`config.mk`:
```
export PLATFORM = sky130hd
export DESIGN_NAME = firmware_image_verifier_unit
export DESIGN_NICKNAME = d
export VERILOG_FILES = /design/src/rtl/core/fiv_pkg.sv /design/src/rtl/core/fiv_front.sv /design/src/rtl/core/fiv_queue.sv /design/src/rtl/core/fiv_back.sv /design/src/rtl/core/firmware_image_verifier_unit.sv
export SDC_FILE = /design/constraint.sdc
export NUM_CORES = 1
export LEC_CHECK = 0
export CORE_UTILIZATION = 65
export CTS_BUF_LIST = sky130_fd_sc_hd__clkbuf_4
export DETAILED_ROUTE_END_ITERATION = 8
export DONT_BUFFER_PORTS = 1
export MAX_ROUTING_LAYER = met4
export PLACE_DENSITY = 0.81
export SLEW_MARGIN = 20
export SYNTH_ARGS = -nofsm -noshare
export SYNTH_HDL_FRONTEND = slang
export SYNTH_SLANG_ARGS = --single-unit
```
`constraint.sdc`:
```
create_clock -name clk -period 11.17 [get_ports clk]
set_input_delay 0.5585 -clock clk [delete_from_list [all_inputs] [get_ports clk]]
set_output_delay 0.5585 -clock clk [all_outputs]
set_load 0.01 [all_outputs]
```
`src/rtl/core/fiv_pkg.sv`:
```
// fiv_pkg: shared types, constants and the crc32 byte step for the
// firmware image verifier; used by every module under rtl/core
`default_nettype none

package fiv_pkg;

    // image size cap and crc constants
    localparam int unsigned MAX_IMAGE_BYTES = 262144;
    localparam logic [31:0] CRC_POLY        = 32'hEDB8_8320;
    localparam logic [31:0] ALL_ONES        = 32'hFFFF_FFFF;
    localparam logic [7:0]  PAD_BYTE        = 8'hFF;
    localparam logic [3:0]  HDR_LAST_IDX    = 4'd15;

    // configuration register indexes and reset values
    localparam logic        CFG_LENGTH_LIMIT   = 1'b0;
    localparam logic        CFG_EXPECTED_MAGIC = 1'b1;
    localparam logic [18:0] LIMIT_RESET        = 19'd262144;
    localparam logic [31:0] MAGIC_RESET        = 32'h4F54_4146;

    // result kinds
    localparam logic KIND_WRITE   = 1'b0;
    localparam logic KIND_VERDICT = 1'b1;

    // verdict status codes
    localparam logic [2:0] ST_OK         = 3'd0;
    localparam logic [2:0] ST_BAD_MAGIC  = 3'd1;
    localparam logic [2:0] ST_BAD_LENGTH = 3'd2;
    localparam logic [2:0] ST_SHORT      = 3'd3;
    localparam logic [2:0] ST_CRC_FAIL   = 3'd4;

    // header word selects
    localparam logic [1:0] HW_MAGIC   = 2'd0;
    localparam logic [1:0] HW_VERSION = 2'd1;
    localparam logic [1:0] HW_LENGTH  = 2'd2;
    localparam logic [1:0] HW_CRC     = 2'd3;

    // job queue sizing
    localparam int unsigned QUEUE_DEPTH = 4;
    localparam int unsigned QPTR_W      = $clog2(QUEUE_DEPTH);
    localparam int unsigned QCNT_W      = $clog2(QUEUE_DEPTH + 1);

    // parser phase
    typedef enum logic [1:0] {
        PH_HEADER,
        PH_DATA,
        PH_DONE
    } phase_t;

    // one job from the parser: an optional flash write then an optional verdict
    typedef struct packed {
        logic        wr_valid;
        logic [17:0] wr_offset;
        logic [15:0] wr_halfword;
        logic        vd_valid;
        logic [2:0]  vd_status;
        logic [31:0] vd_version;
    } job_t;

    // reflected crc32, one byte
    function automatic logic [31:0] crc32_byte(input logic [31:0] c_in,
                                               input logic [7:0]  b);
        logic [31:0] c;
        c = c_in ^ {24'd0, b};
        for (int k = 0; k < 8; k++) begin
            if (c[0])
            begin
                c = (c >> 1) ^ CRC_POLY;
            end
            else
            begin
                c = c >> 1;
            end
        end
        return c;
    endfunction

endpackage

`default_nettype wire

```
`src/rtl/core/fiv_front.sv`:
```
// fiv_front: accepts image bytes, holds configuration, parses the header,
// runs the crc and builds write/verdict jobs; depends on fiv_pkg
`default_nettype none

module fiv_front (
    input  wire logic          clk,
    input  wire logic          rst_n,
    input  wire logic          in_fire,
    input  wire logic [7:0]    data_byte,
    input  wire logic          start_of_image,
    input  wire logic          end_of_file,
    input  wire logic          cfg_fire,
    input  wire logic          cfg_index,
    input  wire logic [31:0]   cfg_data,
    output logic               job_push,
    output fiv_pkg::job_t      job
);

    logic [18:0]     limit_reg;
    logic [31:0]     magic_cfg_reg;

    fiv_pkg::phase_t phase_reg, phase_next;
    logic [18:0]     count_reg, count_next;
    logic [31:0]     magic_reg, magic_next;
    logic [31:0]     version_reg, version_next;
    logic [31:0]     length_reg, length_next;
    logic [31:0]     crc_reg, crc_next;
    logic [31:0]     run_reg, run_next;
    logic [7:0]      pending_reg, pending_next;

    // state as seen after an optional restart
    fiv_pkg::phase_t cur_phase;
    logic [18:0]     cur_count;
    logic [31:0]     cur_magic, cur_version, cur_length, cur_crc, cur_run;
    logic [7:0]      cur_pending;

    logic [3:0]      hdr_idx;
    logic [31:0]     lane_val;
    logic [31:0]     lim;
    logic            hdr_done, hdr_bad_magic, hdr_bad_len;
    logic [31:0]     crc_after;
    logic            final_byte;

    // configuration registers
    always_ff @(posedge clk or negedge rst_n)
    begin
        if (!rst_n)
        begin
            limit_reg     <= fiv_pkg::LIMIT_RESET;
            magic_cfg_reg <= fiv_pkg::MAGIC_RESET;
        end
        else if (cfg_fire)
        begin
            case (cfg_index)
                fiv_pkg::CFG_LENGTH_LIMIT:   limit_reg     <= cfg_data[18:0];
                fiv_pkg::CFG_EXPECTED_MAGIC: magic_cfg_reg <= cfg_data;
                default:                     limit_reg     <= limit_reg;
            endcase
        end
    end

    // restart view and header byte placement
    always_comb
    begin
        cur_phase   = start_of_image ? fiv_pkg::PH_HEADER : phase_reg;
        cur_count   = start_of_image ? 19'd0 : count_reg;
        cur_magic   = start_of_image ? 32'd0 : magic_reg;
        cur_version = start_of_image ? 32'd0 : version_reg;
        cur_length  = start_of_image ? 32'd0 : length_reg;
        cur_crc     = start_of_image ? 32'd0 : crc_reg;
        cur_run     = start_of_image ? fiv_pkg::ALL_ONES : run_reg;
        cur_pending = start_of_image ? 8'd0 : pending_reg;

        hdr_idx  = cur_count[3:0];
        lane_val = {24'd0, data_byte} << {hdr_idx[1:0], 3'b000};

        magic_next   = cur_magic;
        version_next = cur_version;
        length_next  = cur_length;
        crc_next     = cur_crc;
        if (cur_phase == fiv_pkg::PH_HEADER)
        begin
            case (hdr_idx[3:2])
                fiv_pkg::HW_MAGIC:   magic_next   = cur_magic | lane_val;
                fiv_pkg::HW_VERSION: version_next = cur_version | lane_val;
                fiv_pkg::HW_LENGTH:  length_next  = cur_length | lane_val;
                default:             crc_next     = cur_crc | lane_val;
            endcase
        end

        // header checks on the completed words
        lim = (32'(limit_reg) < 32'(fiv_pkg::MAX_IMAGE_BYTES))
              ? 32'(limit_reg) : 32'(fiv_pkg::MAX_IMAGE_BYTES);
        hdr_done      = (hdr_idx == fiv_pkg::HDR_LAST_IDX);
        hdr_bad_magic = (magic_next != magic_cfg_reg);
        hdr_bad_len   = (length_next == 32'd0) || (length_next > lim);

        // data byte crc and end test
        crc_after  = fiv_pkg::crc32_byte(cur_run, data_byte);
        final_byte = ((32'(cur_count) + 32'd1) >= cur_length);
    end

    // next state
    always_comb
    begin
        phase_next   = cur_phase;
        count_next   = cur_count;
        run_next     = cur_run;
        pending_next = cur_pending;
        case (cur_phase)
            fiv_pkg::PH_HEADER:
            begin
                count_next = cur_count + 19'd1;
                if (!hdr_done)
                begin
                    if (end_of_file)
                    begin
                        phase_next = fiv_pkg::PH_DONE;
                    end
                end
                else if (hdr_bad_magic || hdr_bad_len || end_of_file)
                begin
                    phase_next = fiv_pkg::PH_DONE;
                end
                else
                begin
                    phase_next = fiv_pkg::PH_DATA;
                    count_next = 19'd0;
                end
            end
            fiv_pkg::PH_DATA:
            begin
                run_next   = crc_after;
                count_next = cur_count + 19'd1;
                if (!cur_count[0])
                begin
                    pending_next = data_byte;
                end
                if (final_byte || end_of_file)
                begin
                    phase_next = fiv_pkg::PH_DONE;
                end
            end
            default:
            begin
                phase_next = cur_phase;
            end
        endcase
    end

    // job outputs
    always_comb
    begin
        job = '0;
        case (cur_phase)
            fiv_pkg::PH_HEADER:
            begin
                if (!hdr_done)
                begin
                    if (end_of_file)
                    begin
                        job.vd_valid  = 1'b1;
                        job.vd_status = fiv_pkg::ST_SHORT;
                    end
                end
                else if (hdr_bad_magic)
                begin
                    job.vd_valid   = 1'b1;
                    job.vd_status  = fiv_pkg::ST_BAD_MAGIC;
                    job.vd_version = version_next;
                end
                else if (hdr_bad_len)
                begin
                    job.vd_valid   = 1'b1;
                    job.vd_status  = fiv_pkg::ST_BAD_LENGTH;
                    job.vd_version = version_next;
                end
                else if (end_of_file)
                begin
                    job.vd_valid   = 1'b1;
                    job.vd_status  = fiv_pkg::ST_SHORT;
                    job.vd_version = version_next;
                end
            end
            fiv_pkg::PH_DATA:
            begin
                if (cur_count[0])
                begin
                    job.wr_valid    = 1'b1;
                    job.wr_offset   = {cur_count[17:1], 1'b0};
                    job.wr_halfword = {data_byte, cur_pending};
                end
                else if (final_byte || end_of_file)
                begin
                    job.wr_valid    = 1'b1;
                    job.wr_offset   = cur_count[17:0];
                    job.wr_halfword = {fiv_pkg::PAD_BYTE, data_byte};
                end
                if (final_byte)
                begin
                    job.vd_valid   = 1'b1;
                    job.vd_status  = ((crc_after ^ fiv_pkg::ALL_ONES) == cur_crc)
                                     ? fiv_pkg::ST_OK : fiv_pkg::ST_CRC_FAIL;
                    job.vd_version = cur_version;
                end
                else if (end_of_file)
                begin
                    job.vd_valid   = 1'b1;
                    job.vd_status  = fiv_pkg::ST_SHORT;
                    job.vd_version = cur_version;
                end
            end
            default:
            begin
                job = '0;
            end
        endcase
        job_push = in_fire && (job.wr_valid || job.vd_valid);
    end

    // parser registers
    always_ff @(posedge clk or negedge rst_n)
    begin
        if (!rst_n)
        begin
            phase_reg   <= fiv_pkg::PH_HEADER;
            count_reg   <= 19'd0;
            magic_reg   <= 32'd0;
            version_reg <= 32'd0;
            length_reg  <= 32'd0;
            crc_reg     <= 32'd0;
            run_reg     <= fiv_pkg::ALL_ONES;
            pending_reg <= 8'd0;
        end
        else if (in_fire)
        begin
            phase_reg   <= phase_next;
            count_reg   <= count_next;
            magic_reg   <= magic_next;
            version_reg <= version_next;
            length_reg  <= length_next;
            crc_reg     <= crc_next;
            run_reg     <= run_next;
            pending_reg <= pending_next;
        end
    end

endmodule

`default_nettype wire

```
`src/rtl/core/fiv_queue.sv`:
```
// fiv_queue: short job queue between parser and result emitter
// depends on fiv_pkg for the job type and depth
`default_nettype none

module fiv_queue (
    input  wire logic           clk,
    input  wire logic           rst_n,
    input  wire logic           push,
    input  wire fiv_pkg::job_t  push_job,
    input  wire logic           pop,
    output logic                full,
    output logic                empty,
    output fiv_pkg::job_t       head_job
);

    fiv_pkg::job_t                entries [fiv_pkg::QUEUE_DEPTH];
    logic [fiv_pkg::QPTR_W-1:0]   wr_ptr_reg, rd_ptr_reg;
    logic [fiv_pkg::QCNT_W-1:0]   count_reg, count_next;

    // status
    assign full     = (count_reg == (fiv_pkg::QCNT_W)'(fiv_pkg::QUEUE_DEPTH));
    assign empty    = (count_reg == '0);
    assign head_job = entries[rd_ptr_reg];

    // entry storage
    always_ff @(posedge clk)
    begin
        if (push)
        begin
            entries[wr_ptr_reg] <= push_job;
        end
    end

    // fill count
    always_comb
    begin
        count_next = count_reg;
        if (push && !pop)
        begin
            count_next = count_reg + (fiv_pkg::QCNT_W)'(1);
        end
        else if (pop && !push)
        begin
            count_next = count_reg - (fiv_pkg::QCNT_W)'(1);
        end
    end

    // pointers
    always_ff @(posedge clk or negedge rst_n)
    begin
        if (!rst_n)
        begin
            wr_ptr_reg <= '0;
            rd_ptr_reg <= '0;
            count_reg  <= '0;
        end
        else
        begin
            if (push)
            begin
                wr_ptr_reg <= wr_ptr_reg + (fiv_pkg::QPTR_W)'(1);
            end
            if (pop)
            begin
                rd_ptr_reg <= rd_ptr_reg + (fiv_pkg::QPTR_W)'(1);
            end
            count_reg <= count_next;
        end
    end

    // no overrun, no underrun
    a_no_overrun: assert property (@(posedge clk) disable iff (!rst_n)
        push |-> (!full || pop))
        else $error("job queue pushed while full");
    a_no_underrun: assert property (@(posedge clk) disable iff (!rst_n)
        pop |-> !empty)
        else $error("job queue popped while empty");

endmodule

`default_nettype wire

```
`src/rtl/core/fiv_back.sv`:
```
// fiv_back: pops jobs and emits results through an output register,
// write before verdict; depends on fiv_pkg
`default_nettype none

module fiv_back (
    input  wire logic           clk,
    input  wire logic           rst_n,
    input  wire logic           q_empty,
    input  wire fiv_pkg::job_t  head_job,
    output logic                pop,
    output logic                out_valid,
    input  wire logic           out_ready,
    output logic                kind,
    output logic [17:0]         write_offset,
    output logic [15:0]         halfword,
    output logic [2:0]          status,
    output logic [31:0]         image_version,
    output logic                last
);

    logic        out_valid_reg, out_valid_next;
    logic        hold_reg, hold_next;
    logic [2:0]  hold_status_reg, hold_status_next;
    logic [31:0] hold_version_reg, hold_version_next;
    logic        kind_reg, kind_next;
    logic [17:0] offset_reg, offset_next;
    logic [15:0] half_reg, half_next;
    logic [2:0]  status_reg, status_next;
    logic [31:0] version_reg, version_next;
    logic        last_reg, last_next;
    logic        slot_free;

    // output slot loading
    always_comb
    begin
        slot_free         = !out_valid_reg || out_ready;
        pop               = slot_free && !hold_reg && !q_empty;
        out_valid_next    = out_valid_reg && !out_ready;
        hold_next         = hold_reg;
        hold_status_next  = hold_status_reg;
        hold_version_next = hold_version_reg;
        kind_next         = kind_reg;
        offset_next       = offset_reg;
        half_next         = half_reg;
        status_next       = status_reg;
        version_next      = version_reg;
        last_next         = last_reg;
        if (slot_free && hold_reg)
        begin
            out_valid_next = 1'b1;
            hold_next      = 1'b0;
            kind_next      = fiv_pkg::KIND_VERDICT;
            offset_next    = 18'd0;
            half_next      = 16'd0;
            status_next    = hold_status_reg;
            version_next   = hold_version_reg;
            last_next      = 1'b1;
        end
        else if (pop)
        begin
            out_valid_next = 1'b1;
            if (head_job.wr_valid)
            begin
                kind_next         = fiv_pkg::KIND_WRITE;
                offset_next       = head_job.wr_offset;
                half_next         = head_job.wr_halfword;
                status_next       = fiv_pkg::ST_OK;
                version_next      = 32'd0;
                last_next         = !head_job.vd_valid;
                hold_next         = head_job.vd_valid;
                hold_status_next  = head_job.vd_status;
                hold_version_next = head_job.vd_version;
            end
            else
            begin
                kind_next    = fiv_pkg::KIND_VERDICT;
                offset_next  = 18'd0;
                half_next    = 16'd0;
                status_next  = head_job.vd_status;
                version_next = head_job.vd_version;
                last_next    = 1'b1;
            end
        end
    end

    // control registers
    always_ff @(posedge clk or negedge rst_n)
    begin
        if (!rst_n)
        begin
            out_valid_reg <= 1'b0;
            hold_reg      <= 1'b0;
        end
        else
        begin
            out_valid_reg <= out_valid_next;
            hold_reg      <= hold_next;
        end
    end

    // payload registers
    always_ff @(posedge clk)
    begin
        hold_status_reg  <= hold_status_next;
        hold_version_reg <= hold_version_next;
        kind_reg         <= kind_next;
        offset_reg       <= offset_next;
        half_reg         <= half_next;
        status_reg       <= status_next;
        version_reg      <= version_next;
        last_reg         <= last_next;
    end

    assign out_valid     = out_valid_reg;
    assign kind          = kind_reg;
    assign write_offset  = offset_reg;
    assign halfword      = half_reg;
    assign status        = status_reg;
    assign image_version = version_reg;
    assign last          = last_reg;

    // a held verdict always sits behind a write on the output
    a_hold_behind_write: assert property (@(posedge clk) disable iff (!rst_n)
        hold_reg |-> (out_valid_reg && kind_reg == fiv_pkg::KIND_WRITE && !last_reg))
        else $error("held verdict without its write on the output");
    a_verdict_last: assert property (@(posedge clk) disable iff (!rst_n)
        (out_valid_reg && kind_reg == fiv_pkg::KIND_VERDICT) |-> last_reg)
        else $error("verdict not marked last");

endmodule

`default_nettype wire

```
`src/rtl/core/firmware_image_verifier_unit.sv`:
```
// firmware_image_verifier_unit: top level joining parser, job queue and
// result emitter; depends on fiv_pkg, fiv_front, fiv_queue, fiv_back
//
//  channel  direction  handshake              payload
//  in       input      in_valid / in_ready    data_byte, start_of_image, end_of_file
//  out      output     out_valid / out_ready  kind, write_offset, halfword, status,
//                                             image_version, last
//  cfg      input      cfg_valid / cfg_ready  cfg_index, cfg_data
//
// one byte is accepted per cycle while the job queue is not full; the header parse
// and a one-byte crc32 step are done in the cycle the byte is taken
// a data byte that ends the image yields a write and then a verdict on the output;
// the four-entry job queue absorbs that and any output stall
// in_ready drops only when the job queue is full; cfg_ready is always high
// reset clears the parser to the header phase and loads register defaults
`default_nettype none

module firmware_image_verifier_unit (
    input  wire logic        clk,
    input  wire logic        rst_n,
    input  wire logic        in_valid,
    output logic             in_ready,
    input  wire logic [7:0]  data_byte,
    input  wire logic        start_of_image,
    input  wire logic        end_of_file,
    output logic             out_valid,
    input  wire logic        out_ready,
    output logic             kind,
    output logic [17:0]      write_offset,
    output logic [15:0]      halfword,
    output logic [2:0]       status,
    output logic [31:0]      image_version,
    output logic             last,
    input  wire logic        cfg_valid,
    output logic             cfg_ready,
    input  wire logic        cfg_index,
    input  wire logic [31:0] cfg_data
);

    logic          q_full, q_empty, q_pop, job_push;
    fiv_pkg::job_t job, head_job;
    logic          in_fire;

    assign in_ready  = !q_full;
    assign in_fire   = in_valid && in_ready;
    assign cfg_ready = 1'b1;

    // parser
    fiv_front u_front (
        .clk            (clk),
        .rst_n          (rst_n),
        .in_fire        (in_fire),
        .data_byte      (data_byte),
        .start_of_image (start_of_image),
        .end_of_file    (end_of_file),
        .cfg_fire       (cfg_valid),
        .cfg_index      (cfg_index),
        .cfg_data       (cfg_data),
        .job_push       (job_push),
        .job            (job)
    );

    // job queue
    fiv_queue u_queue (
        .clk      (clk),
        .rst_n    (rst_n),
        .push     (job_push),
        .push_job (job),
        .pop      (q_pop),
        .full     (q_full),
        .empty    (q_empty),
        .head_job (head_job)
    );

    // result emitter
    fiv_back u_back (
        .clk           (clk),
        .rst_n         (rst_n),
        .q_empty       (q_empty),
        .head_job      (head_job),
        .pop           (q_pop),
        .out_valid     (out_valid),
        .out_ready     (out_ready),
        .kind          (kind),
        .write_offset  (write_offset),
        .halfword      (halfword),
        .status        (status),
        .image_version (image_version),
        .last          (last)
    );

endmodule

`default_nettype wire

```
==> results of run 1 <==
-- per-layer routing --
metal,global-route usage,share of wire,vias to the layer above
li1,-,-,8588
met1,0.4472,0.38,9938
met2,0.5349,0.48,1151
met3,0.08139,0.091,270
met4,0.1836,0.046,0
met5,-,0,-
-- tightest hold or removal path, stage by stage --
cell	delay, ns
xnor2_1	0.11
xnor2_1	0.14
o22a_1	0.24
-- power by group --
group          internal (mW)  leakage (nW)  switching (mW)
combinational          0.875          4.22            1.25
clock                   1.03          1.24           0.924
sequential              2.94          6.81           0.300
total                   4.85          12.3            2.48
-- worst max-delay path by stage --
stage | depth (start not counted) | end | startpoint | slack [ns]
2_1_floorplan | 28 | u_queue.entries[0][0] | start_of_image | 2.14
3_3_place_gp | 21 | u_queue.entries[0][45] | start_of_image | 4.44
3_5_place_dp | 21 | u_queue.entries[0][50] | start_of_image | 4.29
4_1_cts | 21 | u_queue.entries[0][36] | u_front.count_reg[0] | 4.58
5_1_grt | 21 | u_queue.entries[1][43] | u_front.count_reg[0] | 4.04
6_report | 21 | u_queue.entries[1][48] | u_front.count_reg[0] | 4.52
-- final cells by class --
class,count,area (µm²),share of cell area
repair buffers,74,725.7,0.02281
clock buffers,249,1869,0.05877
flip-flops and latches,634,17500,0.5503
well taps,585,732.0,0.02301
multi-input cells,1448,10710,0.3366
inverters,26,97.59,0.003068
diodes,5,12.51,0.0003934
clock inverters,34,158.9,0.004996
-- synth_stat cells, types with 9 or more instances --
cell,n,share of area
o32ai_1,10,0.0030
a22o_1,55,0.017
a31oi_1,9,0.0020
a21o_1,10,0.0026
nor2b_1,52,0.011
a22oi_1,9,0.0023
edfxtp_1,350,0.36
xnor2_1,99,0.030
and3_1,13,0.0028
nand2_1,307,0.040
buf_1,18,0.0023
clkbuf_1,97,0.013
nor4_1,12,0.0026
nor2_1,118,0.015
inv_1,24,0.0031
o22a_1,12,0.0036
nor3_1,16,0.0028
buf_2,17,0.0030
o21ai_0,177,0.031
nand2b_1,9,0.0020
nand3_1,55,0.0096
xor2_1,40,0.012
dfrtp_1,203,0.18
ha_1,43,0.019
and2_1,23,0.0050
dfstp_2,46,0.042
xnor3_1,16,0.013
mux4_2,69,0.054
a21oi_1,52,0.0090
dfxtp_1,35,0.024
o31ai_1,12,0.0031
nand4_1,13,0.0028
a2bb2oi_1,17,0.0052
mux2_2,57,0.022
-- stage by stage --
step | cell area [µm²] | util | power [mW] | worst slack (ns)
3_5_place_dp | 29210 | 0.6736 | 5.327 | 4.289
3_3_place_gp | 29210 | 0.6736 | 5.230 | 4.444
2_1_floorplan | 28810 | - | 4.768 | 2.140
6_report | 31810 | 0.7336 | 7.325 | 4.518
5_1_grt | 31800 | 0.7334 | 7.658 | 4.039
4_1_cts | 31750 | 0.7323 | 7.321 | 4.577
-- cells by family (layout without fill, tap and decap cells) --
family,Yosys count,after routing,share of synthesized area
XOR/XNOR,161,161,0.05893
adder cells (fa/ha/maj),44,44,0.01937
other,2,7,0.0002606
multiplexers,133,133,0.07869
AO/OA/AOI/OAI,432,432,0.09866
flip-flops,634,634,0.6073
AND/OR/NAND/NOR,676,676,0.1128
buffers and inverters,167,383,0.02397
==> metrics.cfg, run 1 <==
[synthesis]
synth_fp_nets=2341
synth_cell_type_count=93
synth_ff_type=edfxtp_1
netlist_area_um2=28810
synth_warnings=0
synth_cells=2249
synthArstFlopShare=0.3927
avgSynthCellArea_um2=12.81
synth_edf_count=350
ys_ff_latch=634
yosysSeqAreaShare=0.6073

[clock_tree]
cts_hold_buf=49
clock_latency_ns=0.98
cts_setup_buffers=0
cts_buffers=158
cts_sinks=634
cts_tree=built
cts-root-buf=clkbuf_4
cts.clk_slew.worst_paths_ns=0.06
cts.path.max_buffers=3
h-tree-depth=4
ctsResizeCount=0

[global_route]
grt_pass1_wl_um=114200
grt_util_all_layers=0.3529
grt_overflow=0
antenna_found_initial=4
grt_pass1_vias=19780
grt_max_degree=250

[setup_path]
critPathTopFamily=simple AND/OR/NAND/NOR gates
slowest_delay_ns=0.86
reg2reg_from=u_front.count_reg[0]
crit_arrival_ns=7.21
crit_chain=nand2b_1 -> inv_1 -> ha_1 -> and3_1 -> and3_1 -> and3_1 -> and4_1 -> nand3_1 -> xor2_1 -> nor2_1 -> ha_1 -> nand4_1 -> nor2_1 -> nand3_1 -> a211o_1 -> a21oi_1 -> a2bb2oi_1 -> a21o_1 -> o21ai_2 -> nor2_4 -> buf_4
worstPathRequired_ns=11.73
rr_worst_depth=21
start_kind=register
r2r_slack_ns=4.52
end_kind=register
path_common_cell=and3_1
worst-setup-path-type=reg -> reg
crit_path_max_fanout=37
crit_buf_inv=2
crit_path_top_delay_cell=nor2_4
worstReg2RegEnd=u_queue.entries[1][48]

[detailed_routing]
drtPass1Iterations=6
viasPerCell=6.529
drc=0
drt-total-wl_um=74760
wl_per_cell_um=24.47
first_iter_violations=2060
dr_total_vias=19950
detail-route-antenna-nets=0

[cells_and_area]
nFillCells=2859
regMostFlops=u_queue.entries
final_cells=3055
final_net_count=2434
drive_gt1_frac=0.2008
final_cell_mix=edfxtp_1, nand2_1, clkbuf_4, dfrtp_1, o21ai_0
final_common_cell=edfxtp_1
area_growth_pct=10.40
largest_reg_flops=280

[timing]
fmax_mhz=150.3
finalSetupTns_ns=0
fin_crit_sh=0.5955
worstMarginPinSlew_ns=1.128
finClkSkew_ns=0.06821
setup_viol=0
min_period_ns=6.652
hold_viol_final=0
finalHoldWorstSlack_ns=0.1120
slew_headroom=0.2478
rsz0062_at_grt=no
slew_viol_final=0

[placed_design]
gp_congestion=0.9505
io_buffer_count=0
dp_hpwl_um=47070
dp_cells=2717

[flow_run]
maxCapViolations=0

[min_path]
worstHoldStart=data_byte[6]
hp-class=in -> reg
hold-path-cell-count=3
hold_end=u_front.run_reg[8]

[floorplanning]
io_pins=122
core_um2=43360
dieArea_um2=45170
start_util=0.6645
die_w_um=212.5
die_y_um=212.5
rows=76

[run_status]
status=finished, final reports clean

[power_and_ir_drop]
power_density_nw_per_um2=230.3
p_leak_nw=12.27
peakVddDrop_uv=174.1

Power figures use the tool's default switching activity.
==> run 2: changes to the inputs <==
Settings changed: ABC_AREA set to 1, CORE_UTILIZATION 65 to 60, PLACE_DENSITY 0.81 to 0.79.
Clock period 11.17 ns to 5.7 ns, I/O delays scaled along.
==> run 2 against run 1 <==
- the run now ends with hold timing left
- setup slack worse by 4.1 ns
- register-to-register slack got worse by 4.1 ns
- highest routed layer unchanged
- sequential share of layout area down 3.6 points
- final area up 7.1%
- non-clock buffer count rose by 77
==> metrics.cfg, run 2 <==
[run_status]
status=finished with violations
violations=hold timing

[floorplanning]
die_y_um=226.3  ; +6.5%
start_util=0.6126  ; -0.05186
core_um2=49250  ; +14%
dieArea_um2=51190  ; +13%
die_w_um=226.3  ; +6.5%
rows=81  ; +6.6%
io_pins=122  ; unchanged

[setup_path]
crit_buf_inv=5  ; +3
crit_arrival_ns=6.11  ; -1.10 ns
crit_path_top_delay_cell=dfrtp_1
slowest_delay_ns=0.40  ; -0.46 ns
critPathTopFamily=simple AND/OR/NAND/NOR gates
path_common_cell=nand3_1
worst-setup-path-type=reg -> reg
start_kind=register
crit_path_max_fanout=7  ; -81%
end_kind=register
worstPathRequired_ns=6.56  ; -5.17 ns

[global_route]
grt_max_degree=250  ; unchanged
grt_pass1_vias=23150  ; +17%
grt_overflow=0  ; unchanged
antenna_found_initial=4  ; unchanged
grt_util_all_layers=0.3304  ; -0.02252
grt_pass1_wl_um=125300  ; +9.7%

[synthesis]
synth_common_cells=nand2_1, nor2_1, o21ai_0
synth_edf_count=350  ; unchanged
synth_area_leaders=edfxtp_1, dfrtp_1, nand2_1
synth_cell_type_count=58  ; -38%
synth_fp_nets=3308  ; +41%
synth_top_area_cell=edfxtp_1
synth.most_common_cell=nand2_1
synth_warnings=0  ; unchanged
synth_top_area_frac=0.3483  ; -0.01646
synth_cells=3216  ; +43%
avgSynthCellArea_um2=9.382  ; -27%
netlist_area_um2=30170  ; +4.7%
yosysSeqAreaShare=0.5799  ; -0.02740
synth_ff_type=edfxtp_1
synthArstFlopShare=0.3927  ; unchanged
ys_ff_latch=634  ; unchanged

[timing]
fmax_mhz=190.4  ; +27%
hold_viol_final=7  ; +7
finalHoldWorstSlack_ns=-0.02861  ; -0.1406 ns
worstMarginPinSlew_ns=1.079  ; -0.04982 ns
rsz0062_at_grt=no
setup_viol=0  ; unchanged
finalSetupTns_ns=0  ; unchanged
slew_headroom=0.2802  ; +0.03242
fin_ws_ns=0.4488  ; -4.070 ns
finClkSkew_ns=0.05279  ; -0.01542 ns
min_period_ns=5.251  ; -1.400 ns
slew_viol_final=0  ; unchanged
fin_crit_sh=0.9213  ; +0.3258

[clock_tree]
ctsResizeCount=0  ; unchanged
h-tree-depth=4  ; unchanged
clock_latency_ns=1.01  ; +0.03 ns
cts_setup_buffers=0  ; unchanged
cts_tree=built
cts_sinks=634  ; unchanged
cts-root-buf=clkbuf_4
cts_buffers=161  ; +1.9%
cts.path.max_buffers=3  ; unchanged
cts.clk_slew.worst_paths_ns=0.07  ; about the same

[cells_and_area]
drive_gt1_frac=0.1314  ; -0.06939
regMostFlops=u_queue.entries
final_net_count=3446  ; +42%
final_common_cell=nand2_1
final_cells=4153  ; +36%
area_growth_pct=12.89
largest_reg_flops=280  ; unchanged
final_cell_mix=nand2_1, nor2_1, o21ai_0, edfxtp_1, inv_1

[placed_design]
io_buffer_count=0  ; unchanged
gp_congestion=0.9637  ; +1.4%
dp_cells=3756  ; +38%
dp_hpwl_um=50330  ; +6.9%
dp_worst_setup_slack_ns=0.4456  ; -3.844 ns

[detailed_routing]
viasPerCell=5.776  ; -12%
first_iter_violations=2601  ; +26%
dr_total_vias=23990  ; +20%
wl_per_cell_um=19.12  ; -22%
drt-total-wl_um=79410  ; +6.2%
detail-route-antenna-nets=0  ; unchanged
drtPass1Iterations=8  ; +2
drc=0  ; unchanged

[power_and_ir_drop]
p_leak_nw=14.33  ; +17%
total_power_mw=15.79  ; +120%
peakVddDrop_uv=222.0  ; +27%
power_density_nw_per_um2=463.5  ; +100%

[flow_run]
maxCapViolations=0  ; unchanged

[min_path]
hp-class=in -> reg

-- run 2: changes by cell type in the layout (fill, tap and decap cells not counted), moves of 69 or more --
cell | before | now
inv_1 | 23 | 281
mux4_2 | 69 | 0
nand2_1 | 305 | 692
nor2_1 | 112 | 375
o21ai_0 | 176 | 360
o22ai_1 | 8 | 156
xnor2_1 | 99 | 16
-- run 2: final timing paths --
kind	to	slack, ns	cells past startpoint	startpoint
worst max-delay path	u_queue.count_reg[2]	0.45	31	u_front.count_reg[0]
worst min-delay path	u_front.limit_reg[17]	-0.03	4	cfg_index
worst max register to register	u_queue.count_reg[2]	0.45	31	u_front.count_reg[0]
worst min register to register	u_front.run_reg[19]	0.47	2	u_front.run_reg[19]
max in group asynchronous	u_front.count_reg[12]	3.93	4	rst_n
min in group asynchronous	u_front.length_reg[4]	0.56	3	rst_n
-- run 2: final cells by class --
| class | count | area [µm²] |
|---|---|---|
| Timing Repair Buffer | 151 | 1434 |
| Tap cell | 664 | 830.8 |
| Sequential cell | 634 | 17500 |
| Fill cell | 3755 | 15190 |
| Clock buffer | 258 | 1937 |
| Antenna cell | 4 | 10.01 |
| Inverter | 292 | 1100 |
| Clock inverter | 36 | 347.8 |
| Multi-Input combinational cell | 2114 | 10900 |
-- run 2: per-stage QoR --
stage                     cell area [µm²]  utilization
after CTS                           33980       0.6899
after global placement              30720       0.6237
after detailed placement            30720       0.6237
after floorplan                     30180            -
final                               34060       0.6916
after global routing                34060       0.6916
-- run 2: report_power, final --
group | switching (mW) | internal (mW) | leakage, nW
clock network | 1.83 | 2.37 | 1.35
registers | 0.559 | 6.04 | 6.72
logic | 3.39 | 1.59 | 6.26
-- run 2: cells by family after synthesis --
kind of cell    synth area share
simple gates              0.1710
compound gates            0.1341
flops                     0.5799
buf+inv                  0.06129
xor+xnor                 0.03230
fa+ha+maj                0.01849
mux                     0.002613
other cells            0.0002489
-- run 2: worst register-to-register path, delay by kind of cell (launching register included) --
kind                       cells  cell delay (ns)
and+or+nand+nor               18             2.59
xor gates and xnor gates       2             0.32
DFF                            1             0.40
adders and majority gates      4             1.04
buffers and inverters          5             0.51
AOI/OAI and AO/OA              2             0.27
-- run 2: layer usage --
layer	wire length, µm	vias to the layer above	GRT usage	part of all wire
met2	37410	1073	0.5018	0.47
met3	6369	161	0.06829	0.080
met1	33120	11510	0.4359	0.42
met4	2508	0	0.1334	0.032
li1	-	11240	-	-
met5	0	-	-	0
-- run 2: repair_timing --
item | CTS | global route
hold buffers | 94 | 4
endpoints found under the setup margin | 0 | 0
endpoints found under the hold margin | 650 | 42
